--- src/design/dwe_pkg.sv ---
package dwe_pkg;

   // default sizing of the dictionary and first-line buffer
   localparam int DEF_DICT_WORDS = 10;
   localparam int DEF_WORD_MAX   = 9;
   localparam int DEF_LINE_MAX   = 32;

   // character codes
   localparam logic [7:0] CODE_FIRST = 8'd20;
   localparam logic [7:0] CODE_LAST  = 8'd29;
   localparam logic [7:0] CHAR_TAB   = 8'h09;
   localparam logic [7:0] CHAR_NL    = 8'h0A;
   localparam logic [7:0] CHAR_SPACE = 8'h20;

   // parsing phase of the text
   typedef enum logic [1:0] {
      PH_HEADER = 2'd0,
      PH_BODY   = 2'd1,
      PH_RAW    = 2'd2
   } phase_type;

   // commands from the controller to the datapath
   typedef struct packed {
      logic take;
      logic emit_echo;
      logic start_expand;
      logic start_replay;
      logic emit_dict;
      logic emit_line;
      logic emit_tail;
   } dwe_cmd_type;

   // status from the datapath to the controller
   typedef struct packed {
      logic out_free;
      logic act_echo;
      logic act_expand;
      logic act_replay;
      logic run_end;
   } dwe_stat_type;

endpackage

--- src/design/dwe_channel_if.sv ---
interface dwe_req_if;
   logic       valid;
   logic       ready;
   logic [7:0] in_byte;
   logic       end_of_input;

   modport source (output valid, output in_byte, output end_of_input, input ready);
   modport sink (input valid, input in_byte, input end_of_input, output ready);
endinterface

interface dwe_rsp_if;
   logic       valid;
   logic       ready;
   logic [7:0] out_byte;
   logic       last_of_run;
   logic       line_overflow;

   modport source (output valid, output out_byte, output last_of_run,
                   output line_overflow, input ready);
   modport sink (input valid, input out_byte, input last_of_run,
                 input line_overflow, output ready);
endinterface

--- src/design/dwe_ctrl.sv ---
module dwe_ctrl
   import dwe_pkg::*;
(
   input  logic         clock,
   input  logic         reset,
   input  logic         req_valid,
   output logic         req_ready,
   input  dwe_stat_type status,
   output dwe_cmd_type  cmd
);

   typedef enum logic [3:0] {
      ST_IDLE   = 4'b0001,
      ST_EXPAND = 4'b0010,
      ST_REPLAY = 4'b0100,
      ST_TAIL   = 4'b1000
   } state_type;

   state_type state_ff;
   state_type state_in;

   // next state and commands
   always_comb begin
      state_in  = state_ff;
      cmd       = '0;
      req_ready = 1'b0;
      unique case (state_ff)
         ST_IDLE: begin
            req_ready = status.out_free;
            cmd.take  = req_valid && status.out_free;
            if (cmd.take) begin
               cmd.emit_echo    = status.act_echo;
               cmd.start_expand = status.act_expand;
               cmd.start_replay = status.act_replay;
               if (status.act_expand) begin
                  state_in = ST_EXPAND;
               end else if (status.act_replay) begin
                  state_in = ST_REPLAY;
               end
            end
         end
         ST_EXPAND: begin
            if (status.out_free) begin
               cmd.emit_dict = 1'b1;
               if (status.run_end) begin
                  state_in = ST_IDLE;
               end
            end
         end
         ST_REPLAY: begin
            if (status.out_free) begin
               cmd.emit_line = 1'b1;
               if (status.run_end) begin
                  state_in = ST_TAIL;
               end
            end
         end
         ST_TAIL: begin
            if (status.out_free) begin
               cmd.emit_tail = 1'b1;
               state_in      = ST_IDLE;
            end
         end
         default: begin
            state_in = ST_IDLE;
         end
      endcase
   end

   // state register
   always_ff @(posedge clock) begin
      if (reset) begin
         state_ff <= ST_IDLE;
      end else begin
         state_ff <= state_in;
      end
   end

endmodule

--- src/design/dwe_datapath.sv ---
module dwe_datapath
   import dwe_pkg::*;
#(
   parameter int DICT_WORDS = DEF_DICT_WORDS,
   parameter int WORD_MAX   = DEF_WORD_MAX,
   parameter int LINE_MAX   = DEF_LINE_MAX
) (
   input  logic         clock,
   input  logic         reset,
   input  logic [7:0]   in_byte,
   input  logic         end_of_input,
   input  dwe_cmd_type  cmd,
   output dwe_stat_type status,
   input  logic         rsp_ready,
   output logic         rsp_valid,
   output logic [7:0]   rsp_out_byte,
   output logic         rsp_last_of_run,
   output logic         rsp_line_overflow
);

   localparam int WC_W  = $clog2(DICT_WORDS + 1);
   localparam int WI_W  = (DICT_WORDS > 1) ? $clog2(DICT_WORDS) : 1;
   localparam int LEN_W = $clog2(WORD_MAX + 1);
   localparam int LL_W  = $clog2(LINE_MAX + 1);
   localparam int LB_W  = $clog2(LINE_MAX);
   localparam int DA_W  = $clog2(DICT_WORDS * WORD_MAX);

   // control registers
   phase_type         phase_ff, phase_in;
   logic [WC_W-1:0]   wc_ff, wc_in;
   logic [LL_W-1:0]   ll_ff, ll_in;
   logic              nl_ff, nl_in;
   logic              ovf_ff, ovf_in;

   // run registers
   logic [LL_W-1:0]   idx_ff, idx_in;
   logic [LL_W-1:0]   run_len_ff, run_len_in;
   logic [DA_W-1:0]   base_ff, base_in;
   logic [7:0]        tail_ff, tail_in;

   // output register
   logic              rsp_valid_ff, rsp_valid_in;
   logic [7:0]        rsp_byte_ff, rsp_byte_in;
   logic              rsp_last_ff, rsp_last_in;
   logic              rsp_ovf_ff, rsp_ovf_in;

   // storage
   logic [7:0]        dict_mem [DICT_WORDS*WORD_MAX];
   logic [7:0]        line_mem [LINE_MAX];
   logic [LEN_W-1:0]  len_ff [DICT_WORDS];
   logic [7:0]        dict_rd_ff;
   logic [7:0]        line_rd_ff;

   logic              dict_we, line_we, len_we;
   logic [DA_W-1:0]   dict_wa, dict_ra, k_base;
   logic              dict_rd_en, line_rd_en;
   logic [LB_W-1:0]   line_ra;
   logic [LEN_W-1:0]  len_wd;

   // request decode
   logic [3:0]        code_k;
   logic [WI_W-1:0]   k_idx;
   logic [LEN_W-1:0]  k_len;
   logic              is_code, k_below, k_equal;
   logic              is_body, is_raw, is_header, header_blank;
   logic              run_end, any_emit;
   logic [WC_W-1:0]   wc_inc;

   assign code_k    = 4'(in_byte - CODE_FIRST);
   assign is_code   = (in_byte >= CODE_FIRST) && (in_byte <= CODE_LAST);
   assign k_below   = code_k < 4'(wc_ff);
   assign k_equal   = code_k == 4'(wc_ff);
   assign k_idx     = code_k[WI_W-1:0];
   assign k_len     = len_ff[k_idx];
   assign k_base    = DA_W'(k_idx) * DA_W'(WORD_MAX);
   assign is_body   = (phase_ff == PH_BODY);
   assign is_raw    = (phase_ff == PH_RAW);
   assign is_header = !is_body && !is_raw;
   assign header_blank = is_header && (wc_ff == '0)
                         && ((in_byte == CHAR_SPACE) || (in_byte == CHAR_TAB));
   assign run_end   = (idx_ff == run_len_ff - LL_W'(1));
   assign wc_inc    = wc_ff + WC_W'(1);

   // status to the controller
   always_comb begin
      status.out_free   = !rsp_valid_ff || rsp_ready;
      status.act_echo   = !end_of_input
                          && (is_raw
                              || (is_body && !(is_code && (k_below || k_equal)))
                              || (header_blank && (ll_ff == '0)));
      status.act_expand = !end_of_input && is_body && is_code && k_below
                          && (k_len != '0);
      status.act_replay = !end_of_input && header_blank && (ll_ff != '0);
      status.run_end    = run_end;
   end

   // header parsing and phase control
   always_comb begin
      phase_in = phase_ff;
      wc_in    = wc_ff;
      ll_in    = ll_ff;
      nl_in    = nl_ff;
      ovf_in   = ovf_ff;
      dict_we  = 1'b0;
      line_we  = 1'b0;
      len_we   = 1'b0;
      dict_wa  = DA_W'(wc_ff) * DA_W'(WORD_MAX) + DA_W'(ll_ff);
      len_wd   = (ll_ff < LL_W'(WORD_MAX)) ? LEN_W'(ll_ff) : LEN_W'(WORD_MAX);
      if (cmd.take) begin
         if (end_of_input) begin
            phase_in = PH_HEADER;
            wc_in    = '0;
            ll_in    = '0;
            nl_in    = 1'b0;
            ovf_in   = 1'b0;
         end else if (is_header) begin
            if (in_byte == CHAR_NL) begin
               // end of a dictionary line, or a blank line ending the header
               if (!nl_ff && (wc_ff < WC_W'(DICT_WORDS))) begin
                  len_we = 1'b1;
                  wc_in  = wc_inc;
                  if (wc_inc >= WC_W'(DICT_WORDS)) begin
                     phase_in = PH_BODY;
                  end
               end
               if (nl_ff) begin
                  phase_in = PH_BODY;
               end
               ll_in = '0;
               nl_in = 1'b1;
            end else if (header_blank) begin
               phase_in = PH_RAW;
            end else begin
               // letter of a dictionary word
               dict_we = (wc_ff < WC_W'(DICT_WORDS)) && (ll_ff < LL_W'(WORD_MAX));
               if (ll_ff < LL_W'(LINE_MAX)) begin
                  line_we = (wc_ff == '0);
                  ll_in   = ll_ff + LL_W'(1);
               end else if (wc_ff == '0) begin
                  ovf_in = 1'b1;
               end
               nl_in = 1'b0;
            end
         end
      end
   end

   // run sequencing for expansion and replay
   always_comb begin
      idx_in     = idx_ff;
      run_len_in = run_len_ff;
      base_in    = base_ff;
      tail_in    = tail_ff;
      dict_rd_en = 1'b0;
      line_rd_en = 1'b0;
      dict_ra    = base_ff + DA_W'(idx_ff) + DA_W'(1);
      line_ra    = idx_ff[LB_W-1:0] + LB_W'(1);
      if (cmd.start_expand) begin
         idx_in     = '0;
         run_len_in = LL_W'(k_len);
         base_in    = k_base;
         dict_ra    = k_base;
         dict_rd_en = 1'b1;
      end else if (cmd.start_replay) begin
         idx_in     = '0;
         run_len_in = ll_ff;
         tail_in    = in_byte;
         line_ra    = '0;
         line_rd_en = 1'b1;
      end else if ((cmd.emit_dict || cmd.emit_line) && !run_end) begin
         idx_in     = idx_ff + LL_W'(1);
         dict_rd_en = cmd.emit_dict;
         line_rd_en = cmd.emit_line;
      end
   end

   // output register loading
   assign any_emit = cmd.emit_echo || cmd.emit_dict || cmd.emit_line || cmd.emit_tail;

   always_comb begin
      rsp_byte_in = rsp_byte_ff;
      rsp_last_in = rsp_last_ff;
      rsp_ovf_in  = rsp_ovf_ff;
      if (any_emit) begin
         rsp_ovf_in = ovf_ff;
      end
      if (cmd.emit_echo) begin
         rsp_byte_in = in_byte;
         rsp_last_in = 1'b1;
      end else if (cmd.emit_dict) begin
         rsp_byte_in = dict_rd_ff;
         rsp_last_in = run_end;
      end else if (cmd.emit_line) begin
         rsp_byte_in = line_rd_ff;
         rsp_last_in = 1'b0;
      end else if (cmd.emit_tail) begin
         rsp_byte_in = tail_ff;
         rsp_last_in = 1'b1;
      end
      if (any_emit) begin
         rsp_valid_in = 1'b1;
      end else if (rsp_ready) begin
         rsp_valid_in = 1'b0;
      end else begin
         rsp_valid_in = rsp_valid_ff;
      end
   end

   // control registers
   always_ff @(posedge clock) begin
      if (reset) begin
         phase_ff     <= PH_HEADER;
         wc_ff        <= '0;
         ll_ff        <= '0;
         nl_ff        <= 1'b0;
         ovf_ff       <= 1'b0;
         idx_ff       <= '0;
         rsp_valid_ff <= 1'b0;
      end else begin
         phase_ff     <= phase_in;
         wc_ff        <= wc_in;
         ll_ff        <= ll_in;
         nl_ff        <= nl_in;
         ovf_ff       <= ovf_in;
         idx_ff       <= idx_in;
         rsp_valid_ff <= rsp_valid_in;
      end
   end

   // payload registers
   always_ff @(posedge clock) begin
      run_len_ff  <= run_len_in;
      base_ff     <= base_in;
      tail_ff     <= tail_in;
      rsp_byte_ff <= rsp_byte_in;
      rsp_last_ff <= rsp_last_in;
      rsp_ovf_ff  <= rsp_ovf_in;
   end

   // dictionary letters
   always_ff @(posedge clock) begin
      if (dict_we) begin
         dict_mem[dict_wa] <= in_byte;
      end
      if (dict_rd_en) begin
         dict_rd_ff <= dict_mem[dict_ra];
      end
   end

   // first-line buffer
   always_ff @(posedge clock) begin
      if (line_we) begin
         line_mem[ll_ff[LB_W-1:0]] <= in_byte;
      end
      if (line_rd_en) begin
         line_rd_ff <= line_mem[line_ra];
      end
   end

   // word lengths
   always_ff @(posedge clock) begin
      if (len_we) begin
         len_ff[wc_ff[WI_W-1:0]] <= len_wd;
      end
   end

   assign rsp_valid         = rsp_valid_ff;
   assign rsp_out_byte      = rsp_byte_ff;
   assign rsp_last_of_run   = rsp_last_ff;
   assign rsp_line_overflow = rsp_ovf_ff;

endmodule

--- src/design/dictionary_word_expander.sv ---
// channel    | direction | contents
// req_chan   | in        | in_byte, end_of_input
// rsp_chan   | out       | out_byte, last_of_run, line_overflow
//
// plain text streams at one byte a cycle while the output register is free; a
// word expansion or a raw replay of the first line is set by the single read port
// of the dictionary and line memories, one byte read and sent per cycle while the
// response does not stall, and no request is taken until the run has ended.
// reset is synchronous, clears the parser state and empties the output register;
// the memories are left as they are and need no clearing pass.
// a stalled response holds the output register, and no request is taken until
// that register is free or being drained in the same cycle.
module dictionary_word_expander
   import dwe_pkg::*;
#(
   parameter int DICT_WORDS = DEF_DICT_WORDS,
   parameter int WORD_MAX   = DEF_WORD_MAX,
   parameter int LINE_MAX   = DEF_LINE_MAX
) (
   input  logic      clock,
   input  logic      reset,
   dwe_req_if.sink   req_chan,
   dwe_rsp_if.source rsp_chan
);

   dwe_cmd_type  cmd;
   dwe_stat_type status;

   // sequencing of requests and output runs
   dwe_ctrl u_ctrl (
      .clock     (clock),
      .reset     (reset),
      .req_valid (req_chan.valid),
      .req_ready (req_chan.ready),
      .status    (status),
      .cmd       (cmd)
   );

   // parser state, memories and output register
   dwe_datapath #(
      .DICT_WORDS (DICT_WORDS),
      .WORD_MAX   (WORD_MAX),
      .LINE_MAX   (LINE_MAX)
   ) u_datapath (
      .clock             (clock),
      .reset             (reset),
      .in_byte           (req_chan.in_byte),
      .end_of_input      (req_chan.end_of_input),
      .cmd               (cmd),
      .status            (status),
      .rsp_ready         (rsp_chan.ready),
      .rsp_valid         (rsp_chan.valid),
      .rsp_out_byte      (rsp_chan.out_byte),
      .rsp_last_of_run   (rsp_chan.last_of_run),
      .rsp_line_overflow (rsp_chan.line_overflow)
   );

endmodule

--- src/flat_wrapper.sv ---
// flat-port wrapper written by rule: the top's interface ports become plain ports
module dictionary_word_expander_flat import dwe_pkg::*;
#(
   parameter int DICT_WORDS = DEF_DICT_WORDS,
   parameter int WORD_MAX   = DEF_WORD_MAX,
   parameter int LINE_MAX   = DEF_LINE_MAX
)
  (clock, reset, req_chan_valid, req_chan_in_byte, req_chan_end_of_input, req_chan_ready, rsp_chan_valid, rsp_chan_out_byte, rsp_chan_last_of_run, rsp_chan_line_overflow, rsp_chan_ready);
  dwe_req_if req_chan_i ();
  dwe_rsp_if rsp_chan_i ();
  input  logic clock;
  input  logic reset;
  input wire logic [$bits(req_chan_i.valid)-1:0] req_chan_valid;
  input wire logic [$bits(req_chan_i.in_byte)-1:0] req_chan_in_byte;
  input wire logic [$bits(req_chan_i.end_of_input)-1:0] req_chan_end_of_input;
  output wire logic [$bits(req_chan_i.ready)-1:0] req_chan_ready;
  output wire logic [$bits(rsp_chan_i.valid)-1:0] rsp_chan_valid;
  output wire logic [$bits(rsp_chan_i.out_byte)-1:0] rsp_chan_out_byte;
  output wire logic [$bits(rsp_chan_i.last_of_run)-1:0] rsp_chan_last_of_run;
  output wire logic [$bits(rsp_chan_i.line_overflow)-1:0] rsp_chan_line_overflow;
  input wire logic [$bits(rsp_chan_i.ready)-1:0] rsp_chan_ready;
  assign req_chan_i.valid = req_chan_valid;
  assign req_chan_i.in_byte = req_chan_in_byte;
  assign req_chan_i.end_of_input = req_chan_end_of_input;
  assign req_chan_ready = req_chan_i.ready;
  assign rsp_chan_valid = rsp_chan_i.valid;
  assign rsp_chan_out_byte = rsp_chan_i.out_byte;
  assign rsp_chan_last_of_run = rsp_chan_i.last_of_run;
  assign rsp_chan_line_overflow = rsp_chan_i.line_overflow;
  assign rsp_chan_i.ready = rsp_chan_ready;
  dictionary_word_expander #(.DICT_WORDS(DICT_WORDS), .WORD_MAX(WORD_MAX), .LINE_MAX(LINE_MAX)) u_core (.clock(clock), .reset(reset), .req_chan(req_chan_i), .rsp_chan(rsp_chan_i));
endmodule
--- config.mk ---
export PLATFORM = sky130hd
export DESIGN_NAME = dictionary_word_expander_flat
export DESIGN_NICKNAME = d
export VERILOG_FILES = /design/src/design/dwe_pkg.sv /design/src/design/dwe_channel_if.sv /design/src/design/dwe_ctrl.sv /design/src/design/dwe_datapath.sv /design/src/design/dictionary_word_expander.sv /design/src/flat_wrapper.sv
export SDC_FILE = /design/constraint.sdc
export NUM_CORES = 2
export LEC_CHECK = 0
export BUFFER_PORTS_ARGS = -buffer_cell sky130_fd_sc_hd__buf_2
export CAP_MARGIN = 20
export CORE_ASPECT_RATIO = 0.6
export CORE_MARGIN = 2
export CORE_UTILIZATION = 57
export CTS_BUF_LIST = sky130_fd_sc_hd__clkbuf_16
export DETAILED_ROUTE_END_ITERATION = 12
export PLACE_DENSITY_LB_ADDON = 0.1
export SYNTH_ARGS = -nofsm -noshare
export SYNTH_HDL_FRONTEND = slang
export SYNTH_HIERARCHICAL = 1
export SYNTH_SLANG_ARGS = --single-unit
--- constraint.sdc ---
create_clock -name clock -period 4.2 [get_ports clock]
set_input_delay 0.42 -clock clock [delete_from_list [all_inputs] [get_ports clock]]
set_output_delay 0.42 -clock clock [all_outputs]
set_load 0.005 [all_outputs]
==> impl_metrics.json <==
{
  "outcome": "finished, violations left",
  "violations": "negative setup slack",
  "grt_pass1_vias": 24956,
  "max-slew-margin-rel_pct": 24.7,
  "htreeDepth": 3,
  "totalNegativeSetupSlack_ns": -1.61,
  "root_buffer": "clkbuf_16",
  "period_share_pct": 102,
  "post_drt_wl_per_cell_um": 28.6,
  "setup_violations": 45,
  "async_reset_ff_share_pct": 0,
  "cp-endpoint": "u_core/u_datapath/dict_mem[4][5]$_DFFE_PP_",
  "ioPinCount": 25,
  "multi_input_area_um2": 12100,
  "dr.pass1.iters": 6,
  "die-area_um2": 81100,
  "synth_area_um2": 44900,
  "place_congestion": 0.904,
  "final-seq-area_um2": 32400,
  "tightestPinTransition_ns": 1.13,
  "crit_top_cell": "inv_1",
  "slowest_delay_ns": 0.85,
  "clock_latency_ns": 0.71,
  "fillers": 5255,
  "ys_warn_count": 6,
  "path_cells": "ha_1 -> inv_1 -> fa_1 -> inv_1 -> ha_1 -> inv_1 -> o21bai_1 -> xnor2_1 -> nand3_1 -> nor2_1",
  "grt_pass1_wl_um": 169000,
  "synth_edf_count": 1060,
  "irDropWorstVdd_uv": 404,
  "r2r-end": "u_core/u_datapath/dict_mem[4][5]$_DFFE_PP_",
  "yosysSeqAreaShare_pct": 72.2,
  "path_max_fanout": 8,
  "fin_util_pct": 67.3,
  "port_buffers": 24,
  "reg2reg_depth": 10,
  "ys_seq_elements": 1088,
  "std_cell_rows": 79,
  "dieWidth_um": 366,
  "critPathLaunchType": "flop",
  "cts_tree": "yes",
  "yosys.cell_types.count": 85,
  "antenna_found_initial": 2,
  "crit_start": "u_core/u_datapath/wc_ff[3]$_SDFFE_PP0P_",
  "nets": 3042,
  "start_util_pct": 57.8,
  "core_area_um2": 77700,
  "place.detailed.hpwl_um": 76200,
  "p_per_area_nw_per_um2": 405,
  "max_cap_violations": 0,
  "cp.required_ns": 4.53,
  "clk_pin_slew_worst_paths_ns": 0.07,
  "track_usage_pct": 28.7,
  "syn_nets": 2748,
  "finalHoldViolCount": 0,
  "critPathKind": "flop to flop",
  "slowest_stage": "nor2_1",
  "whs_ns": 0.134,
  "synthFlopType": "edfxtp_1",
  "hold_buffers": 0,
  "die_h_um": 221,
  "finalWirelength_um": 118000,
  "via_per_inst": 6.38,
  "p_leak_uw": 0.0178,
  "drv_slew": 0,
  "drcViolationCount": 0,
  "crit_path_end_kind": "flop",
  "hp-class": "input pin to flop",
  "grt-ovfl-total": 0,
  "postRouteAntennaNets": 0,
  "layout-drive-gt1-share_pct": 24.4,
  "grt_max_degree": 93,
  "rr_startpoint": "u_core/u_datapath/wc_ff[3]$_SDFFE_PP0P_",
  "design_area_um2": 52300,
  "initialDrtViolationCount": 3541,
  "cts_buffers": 96,
  "avgSynthCellArea_um2": 16.7,
  "layout_setup_ws_ns": -0.0731,
  "cts.sinks": 1088,
  "cts_buffer_depth": 3,
  "area_delta_synth_final_pct": 16.6,
  "clock_skew_ns": 0.0321,
  "syn_inst": 2689,
  "r2r_slack_ns": -0.07,
  "vias": 26274,
  "place_area_um2": 48100,
  "fmax_mhz": 234,
  "cp.arrival_ns": 4.60,
  "rsz0062_at_grt": "yes",
  "min_period_ns": 4.27
}
[timing repair]
action,in CTS,in global routing
gates resized for setup,25,96
cloned,3,10
setup endpoints to repair,9,184
buffers inserted,6,34
pin swaps,2,26
[how the worst min path moves through the flow]
stage                                              startpoint                                             end  depth (start not counted)
6_report                                  req_chan_in_byte[4]     u_core/u_datapath/dict_mem[55][4]$_DFFE_PP_                          2
5_1_grt                                   req_chan_in_byte[4]     u_core/u_datapath/dict_mem[55][4]$_DFFE_PP_                          2
4_1_cts                                                 reset         u_core/u_datapath/ll_ff[0]$_SDFFE_PP0P_                          2
3_5_place_dp       u_core/u_datapath/phase_ff[1]$_SDFFE_PP0P_      u_core/u_datapath/phase_ff[1]$_SDFFE_PP0P_                          2
3_3_place_gp   u_core/u_datapath/rsp_last_of_run$_SDFFE_PP1P_  u_core/u_datapath/rsp_last_of_run$_SDFFE_PP1P_                          2
2_1_floorplan           u_core/u_datapath/ovf_ff$_SDFFE_PP0P_   u_core/u_datapath/rsp_line_overflow$_DFFE_PP_                          0
[flip-flops by register name, indices dropped and copies added (netlist names)]
register	flops
u_core/u_datapath/dict_mem	720
u_core/u_datapath/line_mem	256
u_core/u_datapath/len_ff	40
u_core/u_datapath/dict_rd_ff	8
u_core/u_datapath/line_rd_ff	8
u_core/u_datapath/rsp_out_byte	8
u_core/u_datapath/tail_ff	8
u_core/u_datapath/base_ff	7
u_core/u_datapath/idx_ff	6
u_core/u_datapath/ll_ff	6
u_core/u_datapath/run_len_ff	6
u_core/u_ctrl/state_ff	4
u_core/u_datapath/wc_ff	4
u_core/u_datapath/phase_ff	2
u_core/u_datapath/nl_ff	1
u_core/u_datapath/ovf_ff	1
u_core/u_datapath/rsp_last_of_run	1
u_core/u_datapath/rsp_line_overflow	1
u_core/u_datapath/rsp_valid	1
[critical path: cells and delay by family (launching register included)]
family | cells | cell delay (ns)
xor gates and xnor gates | 1 | 0.58
adders and majority gates | 3 | 0.99
DFF | 1 | 0.50
and+or+nand+nor | 2 | 1.52
buffers and inverters | 3 | 0.18
AOI/OAI and AO/OA | 1 | 0.11
[metal layers]
metal  global-route usage [%]  share of wire (%)
met5                        0              0.012
met4                     5.99                2.0
met3                     11.1                 13
met2                     37.3                 40
met1                     45.7                 45
[cell usage after synthesis (13+ instances only)]
library cell | instances | share of area [%]
edfxtp_1 | 1060 | 71
nand2_1 | 249 | 2.1
nor2_1 | 200 | 1.7
mux2i_1 | 180 | 4.0
mux4_2 | 143 | 7.2
nand3_1 | 66 | 0.74
o21ai_0 | 63 | 0.70
clkbuf_1 | 61 | 0.51
a21oi_1 | 54 | 0.60
buf_2 | 43 | 0.48
ha_1 | 43 | 1.2
a32oi_1 | 40 | 0.78
inv_1 | 36 | 0.30
nor3_1 | 36 | 0.40
dfxtp_1 | 28 | 1.2
nor2b_1 | 27 | 0.38
mux2_2 | 23 | 0.58
xnor2_1 | 21 | 0.41
buf_4 | 20 | 0.33
a211oi_1 | 18 | 0.30
and3_1 | 17 | 0.24
o211a_1 | 15 | 0.33
nand4_1 | 14 | 0.20
a31oi_1 | 13 | 0.18
o221ai_1 | 13 | 0.25
[power breakdown]
group | internal [uW] | switching, uW | total, uW
Combinational | 84.3 | 292 | 376
Sequential | 11900 | 5.32 | 11900
Clock | 4880 | 4010 | 8890
[final cells by class]
type                    count  area share, %
diodes                      2        0.00957
clock buffers              96           4.59
clock inverters            84           1.48
inverters                  36          0.266
multi-input cells        1425           23.1
flip-flops and latches   1088           61.9
well taps                1053           2.52
repair buffers            336           6.14
[logic make-up (layout without fill, tap and decap cells)]
logic type      Yosys count  count (layout)  share of synthesized area [%]
flops                  1088            1088                           72.2
other cells               0               2                              0
buf+inv                 180             552                           1.99
simple gates            683             683                           6.92
mux                     348             350                           11.8
xor+xnor                 30              30                          0.602
compound gates          314             316                           5.14
fa+ha+maj                46              46                           1.33
[per-stage QoR]
stage          std cells  total power (uW)  setup WS [ns]
2_1_floorplan       2689             12200         0.0476
3_3_place_gp        3883             12500         -0.400
3_5_place_dp        3886             12500         -0.470
4_1_cts             4075             21300         0.0216
5_1_grt             4118             21700         -0.184
6_report            4120             21200        -0.0731
[cells in the final DEF, fill, tap and decap left out, drive strengths merged, types with 17 or more instances in the layout]
cell type and instances:
a211oi 18, a21oi 56, a32oi 40, and3 17
buf 329, clkbuf 103, clkinv 45, dfxtp 28
edfxtp 1060, ha 43, inv 58, mux2 26
mux2i 181, mux4 143, nand2 250, nand3 66
nor2 201, nor2b 27, nor3 36, o21ai 65
xnor2 21
No activity file was read; power rests on OpenSTA's default activity.
